<file path="src/rtl/apc_pkg.sv">
// shared types and constants for the amicable pair checker
package apc_pkg;

  // default width of the numbers that are tested
  localparam int unsigned NUMBER_WIDTH_DEF = 16;
  // width of the candidate and limit ports
  localparam int unsigned CAND_W           = 16;
  // width of the divisor sum port
  localparam int unsigned DIVISOR_SUM_W    = 18;
  // limit after reset
  localparam logic [CAND_W-1:0] LIMIT_RESET = 16'd30000;

  // commands from the controller to the datapath
  typedef struct packed {
    logic load;      // take a new candidate, start the first scan
    logic div_step;  // one step of the divider
    logic next_div;  // accumulate this divisor and start the next division
    logic save_sum;  // latch the first scan's total as the result sum
    logic second;    // start the scan of the partner number
    logic finish;    // latch the amicable flag
    logic hit;       // flag value for finish
  } apc_cmd_t;

  // status from the datapath to the controller
  typedef struct packed {
    logic div_last;   // divider is in its final step
    logic q_lt_d;     // quotient below divisor, so d*d > n and the scan ends
    logic pair_ok;    // candidate and its sum are in range for a partner test
    logic sum_match;  // partner's sum equals the candidate
  } apc_status_t;

endpackage

</file>
<file path="src/rtl/apc_datapath.sv">
// datapath: limit register, restoring divider, divisor accumulator, result registers
module apc_datapath import apc_pkg::*; #(
  parameter int unsigned NUMBER_WIDTH = NUMBER_WIDTH_DEF
) (
  input  logic                     clk_i,
  input  logic                     rst_ni,
  input  logic                     cfg_we_i,
  input  logic [CAND_W-1:0]        pair_limit_i,
  input  logic [CAND_W-1:0]        candidate_i,
  input  apc_cmd_t                 cmd_i,
  output apc_status_t              status_o,
  output logic [DIVISOR_SUM_W-1:0] divisor_sum_o,
  output logic                     is_amicable_o
);

  // numbers never exceed the 16-bit ports
  localparam int unsigned NumW = (NUMBER_WIDTH < CAND_W) ? NUMBER_WIDTH : CAND_W;
  localparam int unsigned SumW = NumW + 2;
  localparam int unsigned CntW = $clog2(NumW + 1);

  logic [NumW-1:0] limit_q;
  logic [NumW-1:0] cand_q, cand_d;
  logic [NumW-1:0] n_q, n_d;
  logic [NumW-1:0] d_q, d_d;
  logic [NumW-1:0] rem_q, rem_d;
  logic [NumW-1:0] quo_q, quo_d;
  logic [CntW-1:0] cnt_q, cnt_d;
  logic [SumW-1:0] total_q, total_d;
  logic [SumW-1:0] sum_q, sum_d;
  logic            am_q, am_d;

  logic [NumW:0]   shifted;
  logic [NumW:0]   trial;
  logic [SumW-1:0] add_q;

  // limit register, reset to the default bound
  always_ff @(posedge clk_i or negedge rst_ni) begin
    if (!rst_ni) begin
      limit_q <= LIMIT_RESET[NumW-1:0];
    end else if (cfg_we_i) begin
      limit_q <= pair_limit_i[NumW-1:0];
    end
  end

  // one restoring division step
  assign shifted = {rem_q, quo_q[NumW-1]};
  assign trial   = shifted - {1'b0, d_q};

  // cofactor counts only when it differs from the divisor
  assign add_q = (quo_q != d_q) ? SumW'(quo_q) : '0;

  always_comb begin
    cand_d  = cand_q;
    n_d     = n_q;
    d_d     = d_q;
    rem_d   = rem_q;
    quo_d   = quo_q;
    cnt_d   = cnt_q;
    total_d = total_q;
    sum_d   = sum_q;
    am_d    = am_q;
    if (cmd_i.load) begin
      cand_d  = candidate_i[NumW-1:0];
      n_d     = candidate_i[NumW-1:0];
      d_d     = NumW'(2);
      rem_d   = '0;
      quo_d   = candidate_i[NumW-1:0];
      cnt_d   = CntW'(NumW);
      total_d = SumW'(1);
    end
    if (cmd_i.div_step) begin
      if (!trial[NumW]) begin
        rem_d = trial[NumW-1:0];
        quo_d = {quo_q[NumW-2:0], 1'b1};
      end else begin
        rem_d = shifted[NumW-1:0];
        quo_d = {quo_q[NumW-2:0], 1'b0};
      end
      cnt_d = cnt_q - CntW'(1);
    end
    if (cmd_i.next_div) begin
      if (rem_q == '0) begin
        total_d = total_q + SumW'(d_q) + add_q;
      end
      d_d   = d_q + NumW'(1);
      rem_d = '0;
      quo_d = n_q;
      cnt_d = CntW'(NumW);
    end
    if (cmd_i.save_sum) begin
      sum_d = total_q;
    end
    if (cmd_i.second) begin
      n_d     = total_q[NumW-1:0];
      d_d     = NumW'(2);
      rem_d   = '0;
      quo_d   = total_q[NumW-1:0];
      cnt_d   = CntW'(NumW);
      total_d = SumW'(1);
    end
    if (cmd_i.finish) begin
      am_d = cmd_i.hit;
    end
  end

  // payload registers
  always_ff @(posedge clk_i) begin
    cand_q  <= cand_d;
    n_q     <= n_d;
    d_q     <= d_d;
    rem_q   <= rem_d;
    quo_q   <= quo_d;
    cnt_q   <= cnt_d;
    total_q <= total_d;
    sum_q   <= sum_d;
    am_q    <= am_d;
  end

  // status to the controller
  assign status_o.div_last  = (cnt_q == CntW'(1));
  assign status_o.q_lt_d    = (quo_q < d_q);
  assign status_o.pair_ok   = (n_q < limit_q) && (SumW'(n_q) < total_q)
                              && (total_q <= SumW'(limit_q));
  assign status_o.sum_match = (total_q == SumW'(cand_q));

  assign divisor_sum_o = DIVISOR_SUM_W'(sum_q);
  assign is_amicable_o = am_q;

endmodule

</file>
<file path="src/rtl/apc_controller.sv">
// controller: sequences the two divisor scans and the result strobe
module apc_controller import apc_pkg::*; (
  input  logic        clk_i,
  input  logic        rst_ni,
  input  logic        start,
  output logic        busy,
  output logic        result_valid_o,
  input  apc_status_t status_i,
  output apc_cmd_t    cmd_o
);

  typedef enum logic [1:0] {
    ST_IDLE,
    ST_DIV,
    ST_ACC,
    ST_CHK
  } state_e;

  state_e state_q, state_d;
  logic   scan2_q, scan2_d;
  logic   valid_q, valid_d;

  // next state and commands
  always_comb begin
    state_d = state_q;
    scan2_d = scan2_q;
    valid_d = 1'b0;
    cmd_o   = '0;
    case (state_q)
      ST_IDLE: begin
        if (start) begin
          cmd_o.load = 1'b1;
          scan2_d    = 1'b0;
          state_d    = ST_DIV;
        end
      end
      ST_DIV: begin
        cmd_o.div_step = 1'b1;
        if (status_i.div_last) begin
          state_d = ST_ACC;
        end
      end
      ST_ACC: begin
        if (!status_i.q_lt_d) begin
          cmd_o.next_div = 1'b1;
          state_d        = ST_DIV;
        end else if (!scan2_q) begin
          state_d = ST_CHK;
        end else begin
          cmd_o.finish = 1'b1;
          cmd_o.hit    = status_i.sum_match;
          valid_d      = 1'b1;
          state_d      = ST_IDLE;
        end
      end
      ST_CHK: begin
        cmd_o.save_sum = 1'b1;
        if (status_i.pair_ok) begin
          cmd_o.second = 1'b1;
          scan2_d      = 1'b1;
          state_d      = ST_DIV;
        end else begin
          cmd_o.finish = 1'b1;
          cmd_o.hit    = 1'b0;
          valid_d      = 1'b1;
          state_d      = ST_IDLE;
        end
      end
      default: begin
        state_d = ST_IDLE;
      end
    endcase
  end

  // state and registered strobe
  always_ff @(posedge clk_i or negedge rst_ni) begin
    if (!rst_ni) begin
      state_q <= ST_IDLE;
      scan2_q <= 1'b0;
      valid_q <= 1'b0;
    end else begin
      state_q <= state_d;
      scan2_q <= scan2_d;
      valid_q <= valid_d;
    end
  end

  assign busy           = (state_q != ST_IDLE);
  assign result_valid_o = valid_q;

endmodule

</file>
<file path="src/rtl/amicable_pair_checker_unit.sv">
// Amicable pair checker. A word is taken when start is high and busy is low; the
// aliquot sum of the candidate (1 plus every divisor d with d*d <= n and its
// cofactor where that differs from d) comes out with a flag that marks the candidate
// as the smaller member of an amicable pair whose candidate is below pair_limit and
// whose partner is at most pair_limit. The result is shown for one cycle under
// result_valid_o and cannot be held off, so the receiver must take it then; the
// result ports may change while the next word is worked on. The candidate n is scanned
// first and the partner s only when it is in range: every trial divisor goes through
// one shared restoring divider, one quotient bit a cycle, and is then accumulated.
// The user must write pair_limit only while idle; the block does not enforce this.
module amicable_pair_checker_unit import apc_pkg::*; #(
  parameter int unsigned NUMBER_WIDTH = NUMBER_WIDTH_DEF
) (
  input  logic                     clk_i,
  input  logic                     rst_ni,
  input  logic                     cfg_we_i,
  input  logic [CAND_W-1:0]        pair_limit_i,
  input  logic                     start,
  output logic                     busy,
  input  logic [CAND_W-1:0]        candidate_i,
  output logic                     result_valid_o,
  output logic [DIVISOR_SUM_W-1:0] divisor_sum_o,
  output logic                     is_amicable_o
);

  apc_cmd_t    cmd;
  apc_status_t status;

  // sequencing
  apc_controller u_ctrl (
    .clk_i          (clk_i),
    .rst_ni         (rst_ni),
    .start          (start),
    .busy           (busy),
    .result_valid_o (result_valid_o),
    .status_i       (status),
    .cmd_o          (cmd)
  );

  // arithmetic
  apc_datapath #(
    .NUMBER_WIDTH (NUMBER_WIDTH)
  ) u_dp (
    .clk_i         (clk_i),
    .rst_ni        (rst_ni),
    .cfg_we_i      (cfg_we_i),
    .pair_limit_i  (pair_limit_i),
    .candidate_i   (candidate_i),
    .cmd_i         (cmd),
    .status_o      (status),
    .divisor_sum_o (divisor_sum_o),
    .is_amicable_o (is_amicable_o)
  );

endmodule

</file>
<file path="config.mk">
export PLATFORM = sky130hd
export DESIGN_NAME = amicable_pair_checker_unit
export DESIGN_NICKNAME = d
export VERILOG_FILES = /design/src/rtl/apc_pkg.sv /design/src/rtl/apc_datapath.sv /design/src/rtl/apc_controller.sv /design/src/rtl/amicable_pair_checker_unit.sv
export SDC_FILE = /design/constraint.sdc
export NUM_CORES = 1
export LEC_CHECK = 0
export ABC_AREA = 1
export BUFFER_PORTS_ARGS = -buffer_cell sky130_fd_sc_hd__buf_2
export CORE_MARGIN = 2
export CORE_UTILIZATION = 67
export DETAILED_ROUTE_END_ITERATION = 12
export GPL_TIMING_DRIVEN = 1
export PLACE_DENSITY_LB_ADDON = 0.05
export SLEW_MARGIN = 20
export SYNTH_ARGS = -nofsm -noshare
export SYNTH_HDL_FRONTEND = slang
export SYNTH_HIERARCHICAL = 1
export SYNTH_SLANG_ARGS = --single-unit
</file>
<file path="constraint.sdc">
create_clock -name clk_i -period 9 [get_ports clk_i]
set_input_delay 0.45 -clock clk_i [delete_from_list [all_inputs] [get_ports clk_i]]
set_output_delay 0.45 -clock clk_i [all_outputs]
set_load 0.03 [all_outputs]
</file>
* After elaboration in Yosys (flattened, before gate mapping)
Cells that the tools add are included.
** Cells by class
- Add/subtract/negate cells :: 5
- Magnitude comparators :: 4
- Equal/unequal tests :: 9
- Mux-type cells :: 41
- Reductions and logical operators :: 13
** Operators with widths (number)
- $mux 16 :: 11
- $mux 18 :: 3
- $lt 16x16->1 :: 2
- $add 18x16->18 :: 1
- $add 18x18->18 :: 1
- $eq 18x16->1 :: 1
- $le 18x16->1 :: 1
- $lt 16x18->1 :: 1
- $sub 17x16->17 :: 1
- $add 16x1->16 const B :: 1
- $logic_not 16->1 :: 1
- $mux 2 :: 8
- $ne 16x16->1 :: 1
- $mux 1 :: 13
- $mux 5 :: 2
- $reduce_bool 2->1 :: 5
- $pmux 2 s4 :: 1
- $ne 2x2->1 const B :: 3
- $eq 5x1->1 const B :: 1
- $sub 5x1->5 const B :: 1
- $eq 2x2->1 const B :: 2
- $pmux 1 s2 :: 2
- $pmux 2 s2 :: 1
- $reduce_bool 4->1 :: 1
- other kinds (6) :: 7
** Word-level totals
- Flip-flop bits (word level) :: 142
- Input bits :: 36
- Word-level logic and storage cells :: 85

* Depth between registers and ports, before layout
- Depth in word-level cells :: 6
- Depth in mapped cells :: 22
- Gate-level depth less buffers :: 22

* By module
Netlist, hierarchy kept.
** Modules (own cells, without submodules)
- apc_datapath :: times used 1, cells an instance 1283, area each 9898.2 µm², seq. area each 3522.1 µm²
- apc_controller :: times used 1, cells an instance 36, area each 256.5 µm², seq. area each 100.1 µm²

* Least setup slack after synthesis
No wires, ideal clock.
- Kind :: flip-flop to flip-flop
- Start :: register u_dp.d_q[6]
- End :: register u_dp.total_q[11]
- Setup time :: 0.119 ns
- Arrival time :: 3.203 ns
- Required time :: 8.881 ns
- Setup slack :: 5.678 ns
- Cell stages (with the launch flop) :: 20
- Path through :: dfxtp_1 > inv_1 > ha_1 > nand2_1 > nor2_1 > nand4_1 > nor2_1 > nor2_1 > fa_1 > ha_1 > fa_1 > nand2_1 > nand2_1 > nand3_1 > nand2_1 > nand2_1 > nand2_1 > or2_2 > nand3_1 > a21oi_1
** Between the ends
- Longest elaborated chain between the ends :: 5
** RTL lines
- start, declared :: RTL line apc_datapath.sv:24 : logic [NumW-1:0] d_q, d_d;
- start signal, assigned :: RTL line apc_datapath.sv:110 : d_q <= d_d;
- parallel branches: the longest is 4 deep, another holds $add 18x16->18
- $mux 18 (*) :: RTL line apc_datapath.sv:81 : if (cmd_i.next_div) begin
- end signal, assigned :: RTL line apc_datapath.sv:114 : total_q <= total_d;
- end, declared :: RTL line apc_datapath.sv:28 : logic [SumW-1:0] total_q, total_d;
Every way passes the cells marked *.
A chain may end at the register's enable or synchronous reset.

==> metrics.txt <==
max_cap viols 0; ranking of synthesized cells by area edfxtp_1 20%, nand2_1 13%, ha_1 12%, dfxtp_1 11%, inv_1 6.6%; H-tree levels 4; Logic pwr share between 50% and 60%; drt first pass iters 7; sequential power share between 20% and 30%; Sw Share 46.72%; critical path type reg2reg; Hold Path Cell Cnt 3; first-pass GRT wire length around 46 mm; die width between 100 and 150 microns; r2r worst-path depth 17; number of global-route vias before repair ~9000; fillcell total around 1200; RSZ-0062 raised after global routing false; core region area 14640 sq um; Internal between 1.5 and 2 mW; distinct cell type count after synthesis 55; Max Clock Freq between 200 and 250 MHz; CP Capture Type register; layout net count 1525; largest net degree at the start of global routing 33; clk buf depth 2; I/O Buffers 56; Via-to-Cell Ratio between 5 and 6; Clock transition at path regs 60 ps; endpoints failing setup 0; worst reg2reg endpoint u_dp/n_q[10]; RR Startpoint u_dp/total_q[3]; Initial DRC Count 1076; Post-Syn Instances 1319; Area Overhead vs Synth 9.598%; num rows between 40 and 50; IR drop worst, VDD ~240 uV; Final Cell Area ~11000 sq um; Required @ worst endpoint between 9000 and 10000 ps; crit share post-route between 40% and 50%; net switching power figure about 1.7 mW; HP Class in2reg; # DRC 0; HP Start pair_limit_i[3]; Final TNS setup 0 ps; post-route ant nets 0; minimum clock period around 4300 ps; P_leak between 5 and 6 nW; CTS tree built; Tot Pwr between 3 and 4 mW; top cell type's share of synthesized area 19.81%; Max-slew headroom between 30% and 40%; die area 16160 sq um; status finished clean; CP startpoint kind register; Setup Skew between 10 and 15 ps; R2R setup slack roughly 4700 ps; Die Ht around 130 microns; Warnings, synthesis 6; Root Buffer clkbuf_16; final hold vios 0; min setup slack post-route around 4700 ps; Initial Util 69.34%; most common cell after layout, fill and taps aside nand2_1; Non-Filler Instances ~1600; cts bufs inserted 17; initial antenna violation count 0; Pins Over Slew Limit 0; register area share after synthesis between 30% and 40%; GRT Util Overall 37.01%; clock share of power approximately 18%; syn nets ~1500; Sink Count 142; Post-synth top flop edfxtp_1; Mapped Area 10150 sq um; Syn Area/Cell 7.699 sq um; Endpoint, Worst Hold u_dp/limit_q[3]; routed len/inst about 18 microns; pre-CTS setup slack roughly 4600 ps; Yosys reg bits ~140; # diodes 0; share of layout cells above drive strength 1 around an eighth; number of synthesized flops with an enable pin between 60 and 70; placed insts about 1500; Synth async-reset ratio between 10 and 15%; most frequent cells in the layout 354 x nand2_1, 178 x inv_1, 107 x nor2_1, 97 x ha_1; pwr dens between 300 and 400 nW/um^2; Post-DP HPWL 21.77 mm; final hold slack 227.5 ps; placement-stage cell area approximately 11000 sq um; largest area contributor in the netlist edfxtp_1; GRT overflow 0; Worst-Skew Late Latency between 400 and 500 ps; vias roughly 9400; Total Routed Length 28.67 mm; Worst-Margin Slew 1015 ps; Post-CTS Setup Bufs 0; WP data arrival around 4400 ps; crit-path max FO 31; IO Count 57; Layout Utilization around three quarters; Placer Congestion 0.9976
-- sequential cells by signal, summed over array words and instances (netlist names) --
signal and count:
u_dp/divisor_sum_o 18, u_dp/limit_q 16, u_dp/cand_q 16, u_ctrl/state_q 2, u_ctrl/result_valid_o 1, u_dp/is_amicable_o 1
u_dp/total_q 18, u_dp/cnt_q 5, u_dp/n_q 16, u_dp/quo_q 16, u_ctrl/scan2_q 1, u_dp/d_q 16
u_dp/rem_q 16
-- cells by family after synthesis --
family,count (synthesis),synth area share (%)
AND/OR/NAND/NOR,627,27.39
buffers and inverters,214,8.452
AO/OA/AOI/OAI,199,11.09
flip-flops,142,35.67
adder cells (fa/ha/maj),115,15.50
XOR/XNOR,22,1.897
-- worst max-delay path, stage by stage (launching register included) --
cell and delay, ps:
dfxtp_1 530, inv_1 140, ha_1 320, a21oi_1 180, o21ai_0 220, nand2_1 120, nand3_1 120, nand2_1 90
nand2_1 40, nor2_1 90, nand2_1 60, nor2_1 170, nand2_1 110, inv_1 80, buf_4 390, clkinv_1 930
nand2_1 290, nand2_1 100
-- layout make-up --
type / instances / area, sq um / share of cell area [%]
Sequential cell: 142 / 3622 / 32.55
Clock inverter: 10 / 62.56 / 0.5621
Multi-Input combinational cell: 963 / 5682 / 51.05
Timing Repair Buffer: 63 / 335.3 / 3.013
Clock buffer: 22 / 495.5 / 4.452
Inverter: 187 / 701.9 / 6.307
Tap cell: 184 / 230.2 / 2.069
-- synthesized netlist by cell type (4+ instances only) --
cell type    n
nand3b_1    17
nor2_2       8
dfrtp_1     13
and2_1       4
a211oi_1     4
clkbuf_1    13
nand3_1     74
nand2_2     20
o211ai_1    17
ha_1        97
nand4_1     11
nand2_1    354
fa_1        18
inv_2        8
nor3_1      10
buf_2        8
o21ai_0     76
xor2_1       6
dfstp_2      7
xnor2_1     16
dfxtp_1     55
o21ai_1      5
edfxtp_1    67
nand3_2      4
a21oi_1     76
nor2_1     108
inv_1      178
-- power groups by stage --
stage	Clock (mW)	Sequential, mW	Combinational [mW]
floorplan	0	1.00	1.55
global placement	0	1.06	1.93
detailed placement	0	1.06	1.96
CTS	0.671	1.05	1.98
global route	0.700	1.07	2.26
finish	0.669	1.06	2.01
-- metal layers --
layer	part of all wire, %	GRT usage (%)	wire length, microns	vias to the layer above
met5	0	0	0	-
met4	4.3	16.94	1223	0
met3	9.7	7.873	2779	105
met2	44	57.15	12680	509
met1	42	50.41	11990	4299
li1	-	-	-	4437
-- worst max-delay path by stage --
stage | start | to | depth (start not counted)
floorplan | u_dp/d_q[6] | u_dp/total_q[11] | 19
global placement | u_dp/d_q[15] | u_dp/total_q[11] | 21
detailed placement | u_dp/d_q[15] | u_dp/total_q[11] | 21
CTS | u_dp/d_q[15] | u_dp/total_q[11] | 21
global route | u_dp/total_q[3] | u_dp/rem_q[11] | 19
finish | u_dp/total_q[3] | u_dp/n_q[10] | 17
-- what timing repair did --
item	in CTS	in global routing
gates resized for setup	0	0
hold endpoints to repair	13	0
hold buffers	1	0
(Power assumes the default switching activity.)
